[src/design/bta_pkg.sv]
package bta_pkg;

  // Internal signed width for heap positions and rooms (room reaches 2^31)
  localparam int PW = 34;
  // Statistics accumulators: up to half the heap of rooms below 2^31
  localparam int SUMW = 49;
  localparam int CNTW = 17;

  typedef enum logic [2:0] {
    OP_ALLOC,
    OP_ALLOC_ZERO,
    OP_REALLOC,
    OP_FREE,
    OP_STATS,
    OP_CHECK,
    OP_WRITE,
    OP_READ
  } op_e;

  typedef enum logic [1:0] {
    ST_OK,
    ST_NOFIT,
    ST_RANGE,
    ST_CORRUPT
  } status_e;

  // Datapath micro-actions
  typedef enum logic [5:0] {
    A_NOP,
    A_LOAD,
    A_RD_S,
    A_RD_E,
    A_RD_P,
    A_RD_BAM1,
    A_RD_BAI,
    A_RD_BA,
    A_RD_SM1,
    A_TAG,
    A_ADV_RD,
    A_W_S_WORDS,
    A_W_SPLIT1,
    A_W_SPLIT2,
    A_W_E_NLEFT,
    A_W_S_ROOM,
    A_W_E_ROOM,
    A_ZERO,
    A_SET_N_MIN,
    A_INC_I,
    A_W_COPY,
    A_LD_S_BAM1,
    A_W_S_NEGT,
    A_W_E_NEGT,
    A_PREV,
    A_S_FROM_P,
    A_LE,
    A_W_S_MRG,
    A_W_E_MRG,
    A_ACC,
    A_CK_ADV,
    A_W_BA,
    A_LD_RDATA,
    A_OUT
  } act_e;

  typedef struct packed {
    act_e    act;
    logic    set_st;
    status_e st;
  } cmd_t;

  typedef struct packed {
    op_e  op;
    logic words_zero;
    logic s_in;
    logic p_in;
    logic e_in;
    logic ba_in;
    logic bam1_in;
    logic t_neg;
    logic t_zero;
    logic fit;
    logic split;
    logic rd_neg;
    logic rd_eq_t;
    logic s_pos;
    logic s_end;
    logic i_lt_n;
    logic cp_in;
    logic last_free;
    logic out_free;
  } flags_t;

  // Magnitude of a tag, widened so that the most negative tag stays exact
  function automatic logic signed [PW-1:0] room(input logic signed [31:0] v);
    logic signed [PW-1:0] x;
    x = PW'(v);
    return (x < 0) ? -x : x;
  endfunction

endpackage

[src/design/bta_ctrl.sv]
module bta_ctrl (
  input  logic            clk_i,
  input  logic            rst_ni,
  input  logic            in_valid_i,
  output logic            in_ready_o,
  input  bta_pkg::flags_t flags_i,
  output bta_pkg::cmd_t   cmd_o
);

  typedef enum logic [5:0] {
    S_IDLE, S_DISP,
    S_AL_START, S_AL_TAG, S_AL_DEC, S_SP2, S_SP3, S_SP4, S_AL_CMP, S_AL_W2, S_ALC_OK,
    S_ZERO,
    S_RA_START, S_RA_HDR, S_RA_OS, S_RA_ORR, S_RC_CHK, S_RC_WR,
    S_FR_START, S_FR_HDR, S_FR_DEC, S_FR_TRL, S_FR_W2, S_FR_PREV, S_FR_PS, S_FR_PSC,
    S_FR_PSH, S_FR_NX, S_FR_NXR, S_FR_NXC, S_FR_NXH,
    S_MD0, S_MD1, S_MD2, S_MD3, S_MD4, S_MD5,
    S_ST_RD, S_ST_ACC, S_ST_NX,
    S_CK_CHK, S_CK_TAG, S_CK_DEC, S_CK_TRL,
    S_WR, S_RD, S_RD_D, S_DONE
  } state_e;

  state_e state_q, state_d;
  logic   ret_nx_q, ret_nx_d;
  state_e ret_st;

  assign ret_st     = ret_nx_q ? S_FR_NX : S_DONE;
  assign in_ready_o = (state_q == S_IDLE);

  // Next state and command
  always_comb begin
    state_d    = state_q;
    ret_nx_d   = ret_nx_q;
    cmd_o      = '{act: bta_pkg::A_NOP, set_st: 1'b0, st: bta_pkg::ST_OK};
    case (state_q)
      S_IDLE: begin
        if (in_valid_i) begin
          cmd_o.act = bta_pkg::A_LOAD;
          state_d   = S_DISP;
        end
      end
      S_DISP: begin
        case (flags_i.op)
          bta_pkg::OP_ALLOC, bta_pkg::OP_ALLOC_ZERO: state_d = S_AL_START;
          bta_pkg::OP_REALLOC: state_d = S_RA_START;
          bta_pkg::OP_FREE:    state_d = S_FR_START;
          bta_pkg::OP_STATS:   state_d = S_ST_RD;
          bta_pkg::OP_CHECK:   state_d = S_CK_CHK;
          bta_pkg::OP_WRITE:   state_d = S_WR;
          default:             state_d = S_RD;
        endcase
      end
      // First-fit search
      S_AL_START: begin
        if (flags_i.words_zero) begin
          cmd_o.set_st = 1'b1; cmd_o.st = bta_pkg::ST_NOFIT; state_d = S_DONE;
        end else begin
          cmd_o.act = bta_pkg::A_RD_S; state_d = S_AL_TAG;
        end
      end
      S_AL_TAG: begin
        cmd_o.act = bta_pkg::A_TAG; state_d = S_AL_DEC;
      end
      S_AL_DEC: begin
        if (flags_i.fit) begin
          if (!flags_i.e_in) begin
            cmd_o.set_st = 1'b1; cmd_o.st = bta_pkg::ST_CORRUPT; state_d = S_DONE;
          end else if (flags_i.split) begin
            cmd_o.act = bta_pkg::A_W_S_WORDS; state_d = S_SP2;
          end else begin
            cmd_o.act = bta_pkg::A_RD_E; state_d = S_AL_CMP;
          end
        end else if (flags_i.p_in) begin
          cmd_o.act = bta_pkg::A_ADV_RD; state_d = S_AL_TAG;
        end else begin
          cmd_o.set_st = 1'b1; cmd_o.st = bta_pkg::ST_NOFIT; state_d = S_DONE;
        end
      end
      S_SP2: begin cmd_o.act = bta_pkg::A_W_SPLIT1;  state_d = S_SP3;    end
      S_SP3: begin cmd_o.act = bta_pkg::A_W_SPLIT2;  state_d = S_SP4;    end
      S_SP4: begin cmd_o.act = bta_pkg::A_W_E_NLEFT; state_d = S_ALC_OK; end
      S_AL_CMP: begin
        if (!flags_i.rd_eq_t) begin
          cmd_o.set_st = 1'b1; cmd_o.st = bta_pkg::ST_CORRUPT; state_d = S_DONE;
        end else begin
          cmd_o.act = bta_pkg::A_W_S_ROOM; state_d = S_AL_W2;
        end
      end
      S_AL_W2: begin cmd_o.act = bta_pkg::A_W_E_ROOM; state_d = S_ALC_OK; end
      S_ALC_OK: begin
        case (flags_i.op)
          bta_pkg::OP_ALLOC:      state_d = S_DONE;
          bta_pkg::OP_ALLOC_ZERO: state_d = S_ZERO;
          default:                state_d = S_RA_OS;
        endcase
      end
      S_ZERO: begin
        if (flags_i.i_lt_n) cmd_o.act = bta_pkg::A_ZERO;
        else                state_d   = S_DONE;
      end
      // Reallocate: check old block, allocate, copy, then free
      S_RA_START: begin
        if (!flags_i.bam1_in) begin
          cmd_o.set_st = 1'b1; cmd_o.st = bta_pkg::ST_RANGE; state_d = S_DONE;
        end else begin
          cmd_o.act = bta_pkg::A_RD_BAM1; state_d = S_RA_HDR;
        end
      end
      S_RA_HDR: begin
        if (flags_i.rd_neg) begin
          cmd_o.set_st = 1'b1; cmd_o.st = bta_pkg::ST_CORRUPT; state_d = S_DONE;
        end else begin
          state_d = S_AL_START;
        end
      end
      S_RA_OS:  begin cmd_o.act = bta_pkg::A_RD_BAM1;   state_d = S_RA_ORR; end
      S_RA_ORR: begin cmd_o.act = bta_pkg::A_SET_N_MIN; state_d = S_RC_CHK; end
      S_RC_CHK: begin
        if (!flags_i.i_lt_n) begin
          state_d = S_FR_START;
        end else if (flags_i.cp_in) begin
          cmd_o.act = bta_pkg::A_RD_BAI; state_d = S_RC_WR;
        end else begin
          cmd_o.act = bta_pkg::A_INC_I;
        end
      end
      S_RC_WR: begin cmd_o.act = bta_pkg::A_W_COPY; state_d = S_RC_CHK; end
      // Free with neighbor merge
      S_FR_START: begin
        if (!flags_i.bam1_in) begin
          cmd_o.set_st = 1'b1; cmd_o.st = bta_pkg::ST_RANGE; state_d = S_DONE;
        end else begin
          cmd_o.act = bta_pkg::A_LD_S_BAM1; state_d = S_FR_HDR;
        end
      end
      S_FR_HDR: begin cmd_o.act = bta_pkg::A_TAG; state_d = S_FR_DEC; end
      S_FR_DEC: begin
        if (flags_i.t_neg || !flags_i.e_in) begin
          cmd_o.set_st = 1'b1; cmd_o.st = bta_pkg::ST_CORRUPT; state_d = S_DONE;
        end else begin
          cmd_o.act = bta_pkg::A_RD_E; state_d = S_FR_TRL;
        end
      end
      S_FR_TRL: begin
        if (flags_i.rd_neg || !flags_i.rd_eq_t) begin
          cmd_o.set_st = 1'b1; cmd_o.st = bta_pkg::ST_CORRUPT; state_d = S_DONE;
        end else begin
          cmd_o.act = bta_pkg::A_W_S_NEGT; state_d = S_FR_W2;
        end
      end
      S_FR_W2: begin cmd_o.act = bta_pkg::A_W_E_NEGT; state_d = S_FR_PREV; end
      S_FR_PREV: begin
        if (flags_i.s_pos) begin
          cmd_o.act = bta_pkg::A_RD_SM1; state_d = S_FR_PS;
        end else begin
          state_d = S_FR_NX;
        end
      end
      S_FR_PS: begin cmd_o.act = bta_pkg::A_PREV; state_d = S_FR_PSC; end
      S_FR_PSC: begin
        if (flags_i.p_in) begin
          cmd_o.act = bta_pkg::A_RD_P; state_d = S_FR_PSH;
        end else begin
          state_d = S_FR_NX;
        end
      end
      S_FR_PSH: begin
        if (flags_i.rd_neg) begin
          cmd_o.act = bta_pkg::A_S_FROM_P; ret_nx_d = 1'b1; state_d = S_MD0;
        end else begin
          state_d = S_FR_NX;
        end
      end
      S_FR_NX:  begin cmd_o.act = bta_pkg::A_RD_S; state_d = S_FR_NXR; end
      S_FR_NXR: begin cmd_o.act = bta_pkg::A_TAG;  state_d = S_FR_NXC; end
      S_FR_NXC: begin
        if (flags_i.p_in) begin
          cmd_o.act = bta_pkg::A_RD_P; state_d = S_FR_NXH;
        end else begin
          state_d = S_DONE;
        end
      end
      S_FR_NXH: begin
        if (flags_i.rd_neg) begin
          ret_nx_d = 1'b0; state_d = S_MD0;
        end else begin
          state_d = S_DONE;
        end
      end
      // Merge the block at s with the block after it
      S_MD0: begin cmd_o.act = bta_pkg::A_RD_S; state_d = S_MD1; end
      S_MD1: begin cmd_o.act = bta_pkg::A_TAG;  state_d = S_MD2; end
      S_MD2: begin
        if (flags_i.p_in) begin
          cmd_o.act = bta_pkg::A_RD_P; state_d = S_MD3;
        end else begin
          state_d = ret_st;
        end
      end
      S_MD3: begin cmd_o.act = bta_pkg::A_LE; state_d = S_MD4; end
      S_MD4: begin
        if (flags_i.e_in) begin
          cmd_o.act = bta_pkg::A_W_S_MRG; state_d = S_MD5;
        end else begin
          state_d = ret_st;
        end
      end
      S_MD5: begin cmd_o.act = bta_pkg::A_W_E_MRG; state_d = ret_st; end
      // Statistics walk
      S_ST_RD:  begin cmd_o.act = bta_pkg::A_RD_S; state_d = S_ST_ACC; end
      S_ST_ACC: begin cmd_o.act = bta_pkg::A_ACC;  state_d = S_ST_NX;  end
      S_ST_NX: begin
        if (flags_i.p_in) begin
          cmd_o.act = bta_pkg::A_ADV_RD; state_d = S_ST_ACC;
        end else begin
          state_d = S_DONE;
        end
      end
      // Consistency walk
      S_CK_CHK: begin
        if (flags_i.s_in) begin
          cmd_o.act = bta_pkg::A_RD_S; state_d = S_CK_TAG;
        end else begin
          cmd_o.set_st = 1'b1;
          cmd_o.st     = flags_i.s_end ? bta_pkg::ST_OK : bta_pkg::ST_CORRUPT;
          state_d      = S_DONE;
        end
      end
      S_CK_TAG: begin cmd_o.act = bta_pkg::A_TAG; state_d = S_CK_DEC; end
      S_CK_DEC: begin
        if (flags_i.t_zero || !flags_i.e_in) begin
          cmd_o.set_st = 1'b1; cmd_o.st = bta_pkg::ST_CORRUPT; state_d = S_DONE;
        end else begin
          cmd_o.act = bta_pkg::A_RD_E; state_d = S_CK_TRL;
        end
      end
      S_CK_TRL: begin
        if (!flags_i.rd_eq_t || (flags_i.last_free && flags_i.t_neg)) begin
          cmd_o.set_st = 1'b1; cmd_o.st = bta_pkg::ST_CORRUPT; state_d = S_DONE;
        end else begin
          cmd_o.act = bta_pkg::A_CK_ADV; state_d = S_CK_CHK;
        end
      end
      // Raw word access
      S_WR: begin
        if (flags_i.ba_in) begin
          cmd_o.act = bta_pkg::A_W_BA;
        end else begin
          cmd_o.set_st = 1'b1; cmd_o.st = bta_pkg::ST_RANGE;
        end
        state_d = S_DONE;
      end
      S_RD: begin
        if (flags_i.ba_in) begin
          cmd_o.act = bta_pkg::A_RD_BA; state_d = S_RD_D;
        end else begin
          cmd_o.set_st = 1'b1; cmd_o.st = bta_pkg::ST_RANGE; state_d = S_DONE;
        end
      end
      S_RD_D: begin cmd_o.act = bta_pkg::A_LD_RDATA; state_d = S_DONE; end
      S_DONE: begin
        if (flags_i.out_free) begin
          cmd_o.act = bta_pkg::A_OUT; state_d = S_IDLE;
        end
      end
      default: state_d = S_IDLE;
    endcase
  end

  always_ff @(posedge clk_i or negedge rst_ni) begin
    if (!rst_ni) begin
      state_q  <= S_IDLE;
      ret_nx_q <= 1'b0;
    end else begin
      state_q  <= state_d;
      ret_nx_q <= ret_nx_d;
    end
  end

endmodule

[config.mk]
export PLATFORM = sky130hd
export DESIGN_NAME = bta_ctrl
export DESIGN_NICKNAME = d
export VERILOG_FILES = /design/src/design/bta_pkg.sv /design/src/design/bta_ctrl.sv
export SDC_FILE = /design/constraint.sdc
export NUM_CORES = 1
export LEC_CHECK = 0
export BUFFER_PORTS_ARGS = -buffer_cell sky130_fd_sc_hd__buf_2
export CAP_MARGIN = 0
export CORE_UTILIZATION = 40
export CTS_CLUSTER_SIZE = 40
export DETAILED_ROUTE_END_ITERATION = 8
export MAX_ROUTING_LAYER = met4
export SLEW_MARGIN = 20
export SYNTH_ARGS = -nofsm -noshare
export SYNTH_HDL_FRONTEND = slang
export SYNTH_SLANG_ARGS = --single-unit
[constraint.sdc]
create_clock -name clk_i -period 1.9 [get_ports clk_i]
set_input_delay 0.095 -clock clk_i [delete_from_list [all_inputs] [get_ports clk_i]]
set_output_delay 0.095 -clock clk_i [all_outputs]
set_load 0.02 [all_outputs]
# Yosys cells after proc, flatten, opt, wreduce, memory -nomap -nowiden
# Cells that the tools add are included.
classes:
  eq_ne: 59
  n_mux: 74
  reduce_logical: 21
op_table:
  columns: ["operator", "count"]
  rows:
  - ["case mux 6 bit (45 select lines)", 1]
  - ["case mux 6 bit (36 select lines)", 1]
  - ["2-to-1 mux 6 bit", 21]
  - ["== test 6 x 5 -> 1 bit, second input constant", 16]
  - ["== test 6 bit, second input constant", 16]
  - ["2-to-1 mux 3 bit", 19]
  - ["== test 6 x 4 -> 1 bit, second input constant", 8]
  - ["2-to-1 mux 5 bit", 9]
  - ["case mux 6 bit (6 select lines)", 1]
  - ["case mux 3 bit (11 select lines)", 1]
  - ["2-to-1 mux 4 bit", 7]
  - ["== test 6 x 3 -> 1 bit, second input constant", 4]
  - ["== test 6 x 2 -> 1 bit, second input constant", 2]
  - ["2-to-1 mux 2 bit", 6]
  - ["case mux 6 bit (2 select lines)", 1]
  - ["OR reduction 2 bit", 6]
  - ["inequality test 2 bit, second input constant", 5]
  - ["== test 3 bit, second input constant", 3]
  - ["2-to-1 mux 9 bit", 1]
  - ["== test 3 x 2 -> 1 bit, second input constant", 2]
  - ["== test 6 x 1 -> 1 bit, second input constant", 1]
  - ["zero test 6 bit", 1]
  - ["OR reduction 3 bit", 2]
  - ["2-to-1 mux 1 bit", 5]
  - ["other kinds (11)", 15]
word_totals:
  reg_bits: 7
  in_bits: 24
  out_inout_bits: 10
  word_cells: 156

# Depth between registers and ports, before layout
depth:
  ltp_word: 4
  mapped_depth: 9
  mapped_depth_nobuf: 7

# Worst setup path before layout
# Ideal clock, no wire load.
synth_timing:
  kind: "register to register"
  start: "reg state_q[4]"
  end: "reg state_q[0]"
  setup_ps: 140
  t_arrival_ps: 1637
  t_required_ps: 1760
  setup_slack_ps: 123
  path_stages_with_launch: 9
  path_buffers: 2
  period_less_slack_ps: 1777
  path_cell_list: "dfrtp_1 -> buf_4 -> nor2b_1 -> buf_2 -> and4_1 -> a31oi_1 -> nand4_1 -> nor4_1 -> a32oi_1"
synth_between:
  elab_chain_cells: 3
  elab_cells_between_ends: 57
  cone_classes: "51 x eq/ne; 1 x mux; 5 x reduce/logical"
synth_rtl:
  columns: ["item", "line_no", "text"]
  rows:
  - ["start, declared", "bta_ctrl.sv:23", "state_e state_q, state_d;"]
  - ["start signal, assigned", "bta_ctrl.sv:275", "state_q <= state_d;"]
  - ["== test 6 bit, or another cell as far along", "bta_ctrl.sv:35", "case (state_q)"]
  - ["OR reduction 2 bit (no line), or another cell as far along", null, null]
  - ["case mux 6 bit (45 select lines) or AND reduction 4 bit (tied branches)", null, null]
# Parallel ways exist; a longest one is shown, timed or not.
# A chain may end at the register's enable or synchronous reset.

==> metrics.txt <==
initial antenna violation count 1; P_leak 0.001716 uW; post-synth top area share 8.343%; Clock Tree Buf Depth 2; final core utilization 80.52%; crit path time final 2.280 ns; Worst Path Arrival 2.19 ns; register area share after synthesis 8.343%; fin nets 494; DR iter-0 viols 722; DRC 28; num rows 26; Clock Sinks 7; cell area after layout 4086 um^2; ys async rst share 100.0%; Mapped Area 2100 um^2; Pre-Repair DR Iteration Count 9; Post-Route WL 15.13 mm; f_max 0.4386 GHz; Final Wtd Congestion 1.179; PD cells 2115 nW/um^2; Critical Path RT 1.80 ns; met3 usage 18.29%; crit start category flip-flop; failing checks DRC, setup timing; Yosys top cell by area dfrtp_1; Synth Flop Type dfrtp_1; Clock Skew 0.001948 ns; Comb power frac 93.3%; outcome complete, but fails checks; Hold Path Class in -> async; Die H 74.45 um; Die Footprint 5543 um^2; Ys Warns 0; fin crit share 120.0%; total number of vias 4027; Area growth syn-to-layout 94.64%; clock latency on the worst-skew pair 0.23 ns; post-synth net total 348; Fillers 314; via count of the first global-routing pass 3453; Min Hold Slack 0.2849 ns; Netlist cell types 67; DP HPWL 9.494 mm; Seq cells post-synth 7; Initial Utilization 41.37%; post-route ant nets 0; share of cells above drive strength 1 60.34%; num ports 34; first-pass GRT wire length 19.84 mm; clock buffer count from CTS 3; drt wl/cell 28.01 um; Post-synth EDFFs 0; Clk pwr share 2.5%; largest net degree at the start of global routing 24; met1 Track Usage GR 60.89%; Pint 4007 uW; final hold violation count 0; Root Driver clkbuf_8; clk slew on worst S/H paths 0.04 ns; most frequent cell after synthesis nor2_1; TNS Setup -3.828 ns; Post-Place Cell Area 3023 um^2; Worst slew margin 67.14%; Worst Tran Pin Value 0.4930 ns; Setup-failing EPs final 14; reg-to-reg slack, setup -0.37 ns; gr usage total 51.54%; Critical Path End Type output port; critical-path maximum fanout 6; Max Cap Viol 0; Gate Count Post-Synth 324; CTS tree yes; Vias/cell 7.457; die width 74.45 um; input/output buffers 33; top cells by count, synth nor2_1, nand2_1, o21ai_0; Pins Over Slew Limit 0; setup ws final -0.3802 ns; sw frac 53.64%; grt total ovfl 0; top post-synthesis cells by area dfrtp_1, nor2_1, nand2_1; met2 Resource Use GR 73.67%; Reg power frac 4.2%; H-tree Lvls 1; busiest grt layer met2; core footprint 5075 um^2; Worst VDD drop 1.341 mV; RSZ-0062 raised after global routing true; Mean Syn Cell Area 6.480 um^2; critical path type reg -> out; P_sw 4636 uW
repair_timing:
| action | CTS | global route |
|---|---|---|
| endpoints found under the hold margin | 7 | 0 |
| setup buffers | 11 | 14 |
| cloned | 1 | 1 |
| pin swaps | 20 | 31 |
| endpoints found under the setup margin | 14 | 14 |
| gates resized for setup | 119 | 64 |
| hold buffers | 1 | 0 |
per-stage QoR:
stage / worst slack [ns] / total power (uW) / std cells
after global placement: -0.5942 / 5635 / 508
after CTS: -0.2352 / 7010 / 524
after floorplan: 0.1234 / 3174 / 324
final: -0.3802 / 8643 / 540
after detailed placement: -0.5420 / 5559 / 508
after global routing: -0.4920 / 8810 / 540
state kept, by name, indices dropped and copies added, names as in the netlist:
| name | cells |
|---|---|
| ret_nx_q | 1 |
| state_q | 6 |
area by class of cell:
cell class | count | area, um^2 | area share [%]
Multi-Input combinational cell | 280 | 2360 | 57.75
Timing Repair Buffer | 170 | 1379 | 33.74
Sequential cell | 7 | 178.9 | 4.378
Tap cell | 70 | 87.58 | 2.143
Clock buffer | 4 | 45.04 | 1.102
Inverter | 8 | 33.78 | 0.8267
Antenna cell | 1 | 2.502 | 0.06124
metal layers:
| metal | wire length (um) | share of wire [%] |
|---|---|---|
| met5 | 0 | 0 |
| met4 | 1685 | 11 |
| met3 | 2345 | 16 |
| met2 | 5894 | 39 |
| met1 | 5200 | 34 |
final timing paths:
kind	startpoint	to	cells past startpoint
max	state_q[0]	cmd_o[2]	7
min	rst_ni	state_q[5]	2
max reg2reg	state_q[0]	state_q[3]	8
min reg2reg	ret_nx_q	ret_nx_q	2
max in group asynchronous	rst_ni	state_q[0]	2
min in group clk_i	flags_i[0]	state_q[2]	4
cell families (layout without fill, tap and decap cells):
kind of cell	count (synthesis)	after routing	share of synthesized area, %
other cells	0	1	0
mux	1	1	0.5363
xor+xnor	1	1	0.4172
buf+inv	37	182	9.416
flops	7	7	8.343
simple gates	161	161	42.13
compound gates	116	116	38.68
fa+ha+maj	1	1	0.4768
power by group through the flow:
stage | Sequential (uW) | Clock (uW) | Combinational, uW
after floorplan | 283 | 0 | 2890
after global placement | 299 | 0 | 5340
after detailed placement | 308 | 0 | 5250
after CTS | 338 | 212 | 6460
after global routing | 364 | 222 | 8220
final | 362 | 214 | 8070
cells in the final DEF (no fill, tap or decap), types with 5 or more instances in the layout:
| master | count |
|---|---|
| o21ai_1 | 8 |
| buf_4 | 116 |
| o21ai_0 | 12 |
| nor3_2 | 8 |
| nand4_1 | 5 |
| nand2_1 | 26 |
| nand2b_1 | 6 |
| nor2b_2 | 6 |
| nor2_2 | 7 |
| o211ai_1 | 6 |
| a21oi_1 | 18 |
| a31oi_1 | 5 |
| buf_2 | 26 |
| nand3_1 | 15 |
| buf_6 | 18 |
| nor2_1 | 21 |
| nor3_1 | 6 |
worst max-delay path: stages (launching register included):
cell and delay (ns):
dfrtp_2 0.46, buf_2 0.23, clkinv_2 0.19, o2111ai_4 0.37, o41ai_4 0.15, nor3_2 0.25
nand4_1 0.12, buf_4 0.18
(Power assumes the default switching activity.)
